===== src/hw/rtl/lkvc_pkg.sv =====
// shared constants and controller/datapath interface types for the lru key/value cache
package lkvc_pkg;

    localparam int CAPACITY_DEF = 16;
    localparam int CAP_RESET    = 16;
    localparam int CFG_W        = 5;
    localparam int DATA_W       = 32;

    localparam logic [DATA_W-1:0] MISS_VALUE = {DATA_W{1'b1}};

    typedef struct packed {
        logic capture;
        logic exec;
        logic respond;
    } t_cmd;

    typedef struct packed {
        logic out_free;
    } t_status;

endpackage


===== src/hw/rtl/lkvc_ram.sv =====
// generic single write port ram with registered read-first read port
module lkvc_ram #(
    parameter int WIDTH = 32,
    parameter int DEPTH = 16,
    parameter int AW    = (DEPTH > 1) ? $clog2(DEPTH) : 1
) (
    input  logic             i_clk,
    input  logic             i_we,
    input  logic [AW-1:0]    i_waddr,
    input  logic [WIDTH-1:0] i_wdata,
    input  logic             i_re,
    input  logic [AW-1:0]    i_raddr,
    output logic [WIDTH-1:0] o_rdata
);

    logic [WIDTH-1:0] r_mem [DEPTH];
    logic [WIDTH-1:0] r_rdata;

    always_ff @(posedge i_clk) begin
        if (i_re) begin
            r_rdata <= r_mem[i_raddr];
        end
        if (i_we) begin
            r_mem[i_waddr] <= i_wdata;
        end
    end

    assign o_rdata = r_rdata;

endmodule


===== src/hw/rtl/lkvc_ctrl.sv =====
// sequencing state machine for the lru key/value cache
module lkvc_ctrl (
    input  logic             i_clk,
    input  logic             i_rst_n,
    input  logic             i_in_valid,
    output logic             o_in_ready,
    input  lkvc_pkg::t_status i_status,
    output lkvc_pkg::t_cmd    o_cmd
);
    import lkvc_pkg::*;

    typedef enum logic [2:0] {
        S_IDLE = 3'b001,
        S_EXEC = 3'b010,
        S_RESP = 3'b100
    } t_state;

    t_state r_state;
    t_state n_state;
    logic   in_ready;
    logic   capture;

    assign in_ready = (r_state == S_IDLE) || ((r_state == S_RESP) && i_status.out_free);
    assign capture  = i_in_valid && in_ready;

    always_comb begin
        n_state = r_state;
        case (r_state)
            S_IDLE: begin
                if (capture) begin
                    n_state = S_EXEC;
                end
            end
            S_EXEC: begin
                n_state = S_RESP;
            end
            S_RESP: begin
                if (i_status.out_free) begin
                    n_state = capture ? S_EXEC : S_IDLE;
                end
            end
            default: begin
                n_state = S_IDLE;
            end
        endcase
    end

    always_ff @(posedge i_clk) begin
        if (!i_rst_n) begin
            r_state <= S_IDLE;
        end else begin
            r_state <= n_state;
        end
    end

    assign o_in_ready    = in_ready;
    assign o_cmd.capture = capture;
    assign o_cmd.exec    = (r_state == S_EXEC);
    assign o_cmd.respond = (r_state == S_RESP) && i_status.out_free;

endmodule


===== src/hw/rtl/lkvc_datapath.sv =====
// entry array, parallel key match, recency ranks and result register
module lkvc_datapath #(
    parameter int CAPACITY = lkvc_pkg::CAPACITY_DEF
) (
    input  logic                               i_clk,
    input  logic                               i_rst_n,
    input  logic                               i_cfg_we,
    input  logic        [lkvc_pkg::CFG_W-1:0]  i_cfg_data,
    input  lkvc_pkg::t_cmd                     i_cmd,
    output lkvc_pkg::t_status                  o_status,
    input  logic                               i_mode,
    input  logic signed [lkvc_pkg::DATA_W-1:0] i_key,
    input  logic signed [lkvc_pkg::DATA_W-1:0] i_write_value,
    input  logic                               i_out_ready,
    output logic                               o_out_valid,
    output logic                               o_hit,
    output logic signed [lkvc_pkg::DATA_W-1:0] o_read_value,
    output logic                               o_evicted,
    output logic signed [lkvc_pkg::DATA_W-1:0] o_evicted_key
);
    import lkvc_pkg::*;

    localparam int IW       = (CAPACITY > 1) ? $clog2(CAPACITY) : 1;
    localparam int OW       = $clog2(CAPACITY + 1);
    localparam int CAP_INIT = (CAP_RESET > CAPACITY) ? CAPACITY : CAP_RESET;

    logic              r_mode;
    logic [DATA_W-1:0] r_key;
    logic [DATA_W-1:0] r_wval;
    logic [OW-1:0]     r_cap;
    logic [OW-1:0]     r_occ;
    logic [DATA_W-1:0] r_key_q [CAPACITY];
    logic [IW-1:0]     r_rank  [CAPACITY];
    logic              r_res_mode;
    logic              r_res_hit;
    logic              r_res_evict;
    logic              r_out_valid;
    logic              r_out_hit;
    logic [DATA_W-1:0] r_out_rd;
    logic              r_out_ev;
    logic [DATA_W-1:0] r_out_evk;

    logic [CAPACITY-1:0] valid;
    logic [CAPACITY-1:0] match;
    logic [CAPACITY-1:0] oldest;
    logic [IW-1:0]       hit_idx;
    logic [IW-1:0]       victim_idx;
    logic [IW-1:0]       hit_rank;
    logic [IW-1:0]       slot;
    logic [OW-1:0]       occ_m1;
    logic [OW-1:0]       cap_new;
    logic                hit;
    logic                need_evict;
    logic                put_miss;
    logic [DATA_W-1:0]   val_rd;
    logic [DATA_W-1:0]   key_rd;

    // capacity write with zero and upper saturation
    always_comb begin
        if (i_cfg_data == '0) begin
            cap_new = OW'(1);
        end else if (32'(i_cfg_data) > 32'(CAPACITY)) begin
            cap_new = OW'(CAPACITY);
        end else begin
            cap_new = OW'(i_cfg_data);
        end
    end

    assign occ_m1 = r_occ - OW'(1);

    // valid entries always occupy slots 0 .. occupancy-1
    always_comb begin
        hit_idx    = '0;
        victim_idx = '0;
        hit_rank   = '0;
        for (int i = 0; i < CAPACITY; i++) begin
            valid[i]  = i < int'(r_occ);
            match[i]  = valid[i] && (r_key_q[i] == r_key);
            oldest[i] = valid[i] && (r_rank[i] == occ_m1[IW-1:0]);
            if (match[i]) begin
                hit_idx  = hit_idx | IW'(i);
                hit_rank = hit_rank | r_rank[i];
            end
            if (oldest[i]) begin
                victim_idx = victim_idx | IW'(i);
            end
        end
    end

    assign hit        = |match;
    assign need_evict = r_occ >= r_cap;
    assign put_miss   = r_mode && !hit;
    assign slot       = need_evict ? victim_idx : r_occ[IW-1:0];

    always_ff @(posedge i_clk) begin
        if (!i_rst_n) begin
            r_cap <= OW'(CAP_INIT);
            r_occ <= '0;
        end else begin
            if (i_cfg_we) begin
                r_cap <= cap_new;
            end
            if (i_cmd.exec && put_miss && !need_evict) begin
                r_occ <= r_occ + OW'(1);
            end
        end
    end

    always_ff @(posedge i_clk) begin
        if (i_cmd.capture) begin
            r_mode <= i_mode;
            r_key  <= i_key;
            r_wval <= i_write_value;
        end
        if (i_cmd.exec) begin
            r_res_mode  <= r_mode;
            r_res_hit   <= hit;
            r_res_evict <= put_miss && need_evict;
            for (int i = 0; i < CAPACITY; i++) begin
                if (hit) begin
                    if (IW'(i) == hit_idx) begin
                        r_rank[i] <= '0;
                    end else if (valid[i] && (r_rank[i] < hit_rank)) begin
                        r_rank[i] <= r_rank[i] + IW'(1);
                    end
                end else if (put_miss) begin
                    if (IW'(i) == slot) begin
                        r_rank[i]  <= '0;
                        r_key_q[i] <= r_key;
                    end else if (valid[i]) begin
                        r_rank[i] <= r_rank[i] + IW'(1);
                    end
                end
            end
        end
    end

    lkvc_ram #(
        .WIDTH (DATA_W),
        .DEPTH (CAPACITY)
    ) u_value_ram (
        .i_clk   (i_clk),
        .i_we    (i_cmd.exec && r_mode),
        .i_waddr (hit ? hit_idx : slot),
        .i_wdata (r_wval),
        .i_re    (i_cmd.exec),
        .i_raddr (hit_idx),
        .o_rdata (val_rd)
    );

    lkvc_ram #(
        .WIDTH (DATA_W),
        .DEPTH (CAPACITY)
    ) u_key_ram (
        .i_clk   (i_clk),
        .i_we    (i_cmd.exec && put_miss),
        .i_waddr (slot),
        .i_wdata (r_key),
        .i_re    (i_cmd.exec),
        .i_raddr (victim_idx),
        .o_rdata (key_rd)
    );

    always_ff @(posedge i_clk) begin
        if (!i_rst_n) begin
            r_out_valid <= 1'b0;
        end else if (i_cmd.respond) begin
            r_out_valid <= 1'b1;
        end else if (i_out_ready) begin
            r_out_valid <= 1'b0;
        end
    end

    always_ff @(posedge i_clk) begin
        if (i_cmd.respond) begin
            r_out_hit <= r_res_hit;
            r_out_ev  <= r_res_evict;
            if (r_res_mode) begin
                r_out_rd <= '0;
            end else begin
                r_out_rd <= r_res_hit ? val_rd : MISS_VALUE;
            end
            r_out_evk <= r_res_evict ? key_rd : '0;
        end
    end

    assign o_status.out_free = !r_out_valid || i_out_ready;
    assign o_out_valid       = r_out_valid;
    assign o_hit             = r_out_hit;
    assign o_read_value      = r_out_rd;
    assign o_evicted         = r_out_ev;
    assign o_evicted_key     = r_out_evk;

endmodule


===== src/hw/rtl/lru_key_value_cache_top.sv =====
// top level of the fully associative lru key/value cache
// beat to result: capture, match and update, then result load once the output register is free
// no new beat is taken during match and update, whose ram reads are registered for the result load
// a new beat is taken in the result load cycle whenever the output register is free
// reset: synchronous active low; empties the cache and sets capacity_in_use to min(16, CAPACITY)
// no clearing pass; the cache accepts beats in the first cycle after reset
module lru_key_value_cache_top #(
    parameter int CAPACITY = lkvc_pkg::CAPACITY_DEF
) (
    input  logic                               i_clk,
    input  logic                               i_rst_n,
    input  logic                               i_cfg_we,
    input  logic        [lkvc_pkg::CFG_W-1:0]  i_cfg_data,
    input  logic                               i_in_valid,
    output logic                               o_in_ready,
    input  logic                               i_mode,
    input  logic signed [lkvc_pkg::DATA_W-1:0] i_key,
    input  logic signed [lkvc_pkg::DATA_W-1:0] i_write_value,
    output logic                               o_out_valid,
    input  logic                               i_out_ready,
    output logic                               o_hit,
    output logic signed [lkvc_pkg::DATA_W-1:0] o_read_value,
    output logic                               o_evicted,
    output logic signed [lkvc_pkg::DATA_W-1:0] o_evicted_key
);
    import lkvc_pkg::*;

    t_cmd    s_cmd;
    t_status s_status;

    lkvc_ctrl u_ctrl (
        .i_clk      (i_clk),
        .i_rst_n    (i_rst_n),
        .i_in_valid (i_in_valid),
        .o_in_ready (o_in_ready),
        .i_status   (s_status),
        .o_cmd      (s_cmd)
    );

    lkvc_datapath #(
        .CAPACITY (CAPACITY)
    ) u_datapath (
        .i_clk         (i_clk),
        .i_rst_n       (i_rst_n),
        .i_cfg_we      (i_cfg_we),
        .i_cfg_data    (i_cfg_data),
        .i_cmd         (s_cmd),
        .o_status      (s_status),
        .i_mode        (i_mode),
        .i_key         (i_key),
        .i_write_value (i_write_value),
        .i_out_ready   (i_out_ready),
        .o_out_valid   (o_out_valid),
        .o_hit         (o_hit),
        .o_read_value  (o_read_value),
        .o_evicted     (o_evicted),
        .o_evicted_key (o_evicted_key)
    );

    a_capture_then_exec: assert property (@(posedge i_clk) disable iff (!i_rst_n)
        s_cmd.capture |=> s_cmd.exec)
        else $error("accepted beat not processed in the next cycle");

    a_respond_sets_valid: assert property (@(posedge i_clk) disable iff (!i_rst_n)
        s_cmd.respond |=> o_out_valid)
        else $error("result load did not raise output valid");

    a_evict_only_on_miss: assert property (@(posedge i_clk) disable iff (!i_rst_n)
        o_out_valid && o_evicted |-> !o_hit)
        else $error("eviction reported on a hit");

    a_no_exec_while_ready: assert property (@(posedge i_clk) disable iff (!i_rst_n)
        s_cmd.exec |-> !o_in_ready)
        else $error("input ready while an item is being processed");

endmodule


===== config.mk =====
export PLATFORM = sky130hd
export DESIGN_NAME = lru_key_value_cache_top
export DESIGN_NICKNAME = d
export VERILOG_FILES = /design/src/hw/rtl/lkvc_pkg.sv /design/src/hw/rtl/lkvc_ram.sv /design/src/hw/rtl/lkvc_ctrl.sv /design/src/hw/rtl/lkvc_datapath.sv /design/src/hw/rtl/lru_key_value_cache_top.sv
export SDC_FILE = /design/constraint.sdc
export NUM_CORES = 2
export LEC_CHECK = 0
export ABC_CLOCK_PERIOD_IN_PS = 16600
export BUFFER_PORTS_ARGS = -buffer_cell sky130_fd_sc_hd__clkbuf_2
export CAP_MARGIN = 25
export CORE_UTILIZATION = 52
export CTS_CLUSTER_DIAMETER = 50
export DETAILED_ROUTE_END_ITERATION = 7
export GPL_ROUTABILITY_DRIVEN = 0
export PLACE_DENSITY = 0.77
export SYNTH_ARGS = -nofsm -noshare
export SYNTH_HDL_FRONTEND = slang
export SYNTH_HIERARCHICAL = 1
export SYNTH_SLANG_ARGS = --single-unit

===== constraint.sdc =====
create_clock -name i_clk -period 16.6 [get_ports i_clk]
set_clock_uncertainty 0.15 [all_clocks]
set_input_delay 4.15 -clock i_clk [delete_from_list [all_inputs] [get_ports i_clk]]
set_output_delay 4.15 -clock i_clk [all_outputs]
set_load 0.01 [all_outputs]

==> results by group <==
GRT
  – Largest net degree at the start of global routing: roughly 120
  – First-pass GRT wire length: 258.7 mm
  – Remaining Overflow, GRT: 0
  – GRT Util Overall: 24.36%
  – Vias in the first global route: 39,383
  – Antenna violations before repair: 6

Yosys
  – Post-Syn Instances: approximately 4,000
  – Post-synth cell types: roughly 90
  – Async SR Flop Fraction: 0%
  – Synth top cells by count: edfxtp_1 (1,798), xnor2_1 (415), mux4_2 (256)
  – Count leader, synth: edfxtp_1
  – Post-synth EDFFs: 1,798
  – YS warnings: 6
  – Most common flop cell mapped by yosys: edfxtp_1
  – #FFs+latches synth: 1,812
  – Area leader, netlist: edfxtp_1
  – Synth top area cells: edfxtp_1 (73%), mux4_2 (7.8%), xnor2_1 (4.9%)
  – Top-area cell type share of the netlist area: 72.82%
  – Mapped Nets: 4,135
  – Register area share after synthesis: 73.19%
  – Mapped Avg Cell Area: 18.59 µm²
  – Mapped Area: 74,150 µm²

Floorplanning
  – FP Rows: 138
  – Die height: 379.6 µm
  – Die Width: 379.6 µm
  – Initial Util: 52.37%
  – Core ar.: around 140,000 µm²
  – # IOs: 143
  – Die Area: 144,100 µm²

Power
  – Worst VDD drop: 117.2 µV
  – Lkg Pwr: 26.31 nW
  – Pwr/cell area: approximately 110 nW/µm²

Timing
  – Final setup violation count: 0
  – Total Neg Setup Slack: 0 ps
  – Fin crit period: 9173 ps
  – Max Clock Freq: approximately 110 MHz
  – Worst-margin pin slew: 1113 ps
  – Max_slew headroom: 25.79%
  – RSZ-0062 raised after global routing: false
  – Hold Violations, Final: 0
  – Final Cycle Share: 55.26%
  – Final Max Tran Viols: 0

Place
  – Post-DP HPWL: 93.44 mm
  – Placed insts: 5,954
  – Buffers on Ports: between 100 and 150
  – Placed inst area: 77,300 µm²

Layout
  – Post-Layout Cell Count: between 6,000 and 7,000
  – Filler instances: roughly 10,000
  – Syn-to-layout area delta: 12.07%
  – Design Area, Final: 83,100 µm²
  – FF/Latch Area: about 54,000 µm²
  – Area occupied by multi-input gates: ~19,000 µm²
  – Final core utilization: 58.69%
  – Nets: 4,394
  – Share of post-route cells with drive strength above 1: around 20%

CTS
  – TritonCTS Buffers: 179
  – Clock Pin Slew Worst Setup and Hold Paths: approximately 60 ps
  – Post-CTS Setup Repair Bufs: 0
  – Hold_buf cts: 0
  – Worst skew pair latency: a little over 800 ps
  – H-Tree Depth: 4
  – TritonCTS clock tree: yes
  – CTS sink cnt: between 1,500 and 2,000
  – Clock Tree Root: clkbuf_16
  – Clock tree buffer depth: 3
  – Post-CTS Resized: 0

Setup path
  – CP endpoint kind: output port
  – FF-to-FF Start: u_datapath/r_key[13]$_DFFE_PP_
  – Crit path from: i_out_ready
  – Worst Path Class, Setup: in2out
  – WP data arrival: 4870 ps
  – WP data required: approximately 12,000 ps
  – Crit path launch type: primary input
  – Worst-path fanout max: 5

Drt
  – Number of routed nets with antenna violations: 0
  – Drt first pass iters: 6
  – Initial DRC Count: about 4,700
  – DRC viols: 0
  – DR vias: 38,910
  – Final WL: 176.3 mm
  – Vias per inst: 6.191
  – Routed WL per cell: 28.04 µm

Worst hold path
  – Hold Startpoint: u_datapath/r_key[19]$_DFFE_PP_
  – Worst hold path class: reg2reg

Outcome
  – Outcome: completed

Flow run
  – MaxCap Viol Count: 0
## layout by cell type (no fill, tap or decap), types with 9 or more instances in the layout
master | synthesis | layout
edfxtp_1 | 1798 | 1798
xnor2_1 | 415 | 414
mux4_2 | 256 | 256
clkbuf_16 | 0 | 181
xor2_1 | 181 | 181
clkbuf_2 | 0 | 142
a22oi_1 | 140 | 140
buf_4 | 53 | 117
nand2_1 | 101 | 101
nand4_1 | 101 | 101
and2_1 | 93 | 92
ha_1 | 71 | 71
a21oi_1 | 61 | 61
inv_1 | 59 | 59
nand3_1 | 51 | 51
nor2_1 | 89 | 49
nor4_1 | 49 | 49
clkinv_1 | 0 | 46
clkbuf_1 | 53 | 36
nor3_1 | 44 | 34
nor2_4 | 0 | 28
a211o_1 | 27 | 27
clkinv_2 | 0 | 19
or4_1 | 18 | 18
nand2b_1 | 17 | 16
o211ai_1 | 16 | 16
bufinv_16 | 0 | 14
dfxtp_1 | 14 | 14
nor2_2 | 2 | 14
a21o_1 | 13 | 13
nor3_2 | 4 | 12
o21ai_2 | 11 | 11
nor2b_1 | 14 | 10
clkinv_8 | 0 | 9
clkinvlp_4 | 0 | 9
o21ai_0 | 9 | 9
## cell type report
cell class	count	share of cell area, %
Clock inverter	110	1.328
Timing Repair Buffer	266	2.021
Clock buffer	217	5.613
Inverter	60	0.2710
Tap cell	1890	2.846
Sequential cell	1812	65.31
Antenna cell	1	0.003011
Multi-Input combinational cell	1929	22.61
## worst max-delay path: stages
cell,delay (ps)
clkbuf_2,70
nand2b_1,160
nand3b_1,160
a21oi_1,180
clkbuf_2,150
## cell families after synthesis
| kind of cell | after synthesis | share of synthesized area, % |
|---|---|---|
| AND/OR/NAND/NOR | 648 | 4.988 |
| flip-flops | 1812 | 73.19 |
| multiplexers | 260 | 7.847 |
| adder cells (fa/ha/maj) | 71 | 1.198 |
| XOR/XNOR | 606 | 7.335 |
| AO/OA/AOI/OAI | 344 | 3.464 |
| buffers and inverters | 248 | 1.973 |
## routing by layer
metal	track usage (%)	vias up	share of wire, %
li1	-	16264	-
met1	32.94	20139	39
met2	39.99	2112	49
met3	4.380	393	8.6
met4	8.412	2	3.2
met5	0	-	0.0062
## through the flow
step           worst slack [ps]  hold WS (ps)  power [mW]
3_5_place_dp               7425         293.2       5.435
2_1_floorplan              6661         310.3       5.332
3_3_place_gp               7367         279.0       5.424
4_1_cts                    7431         293.9       9.338
6_report                   7427         294.6       9.288
5_1_grt                    7347         314.3       9.519
## state kept, by name, indices dropped and copies added, names as in the netlist
name                            cells
u_datapath/o_out_valid              1
u_datapath/r_key_q                512
u_datapath/r_cap                    5
u_datapath/u_value_ram/r_mem      512
u_datapath/r_res_hit                1
u_datapath/r_mode                   1
u_datapath/r_key                   32
u_datapath/o_evicted_key           32
u_datapath/o_hit                    1
u_datapath/u_key_ram/r_mem        512
u_datapath/r_occ                    5
u_datapath/r_rank                  64
u_datapath/r_res_evict              1
u_datapath/u_key_ram/o_rdata       32
u_ctrl/r_state                      3
u_datapath/r_wval                  32
u_datapath/u_value_ram/o_rdata     32
u_datapath/o_evicted                1
u_datapath/o_read_value            32
u_datapath/r_res_mode               1
## final timing paths
path / endpoint / slack (ps) / depth (start not counted)
worst min register to register: u_datapath/u_key_ram/r_mem[6][19]$_DFFE_PP_ / 290 / 0
worst min-delay path: u_datapath/u_key_ram/r_mem[6][19]$_DFFE_PP_ / 290 / 0
worst max register to register: u_datapath/u_value_ram/o_rdata[18]$_DFFE_PP_ / 10060 / 12
worst max-delay path: o_in_ready / 7430 / 5
## power by group
group | switching [mW] | leakage (nW) | internal, mW
combinational | 0.176 | 7.24 | 0.0732
clock | 1.72 | 2.77 | 2.23
sequential | 0.0304 | 16.3 | 5.06
total | 1.92 | 26.3 | 7.37
Note: power is estimated with default switching activity, not from simulation.
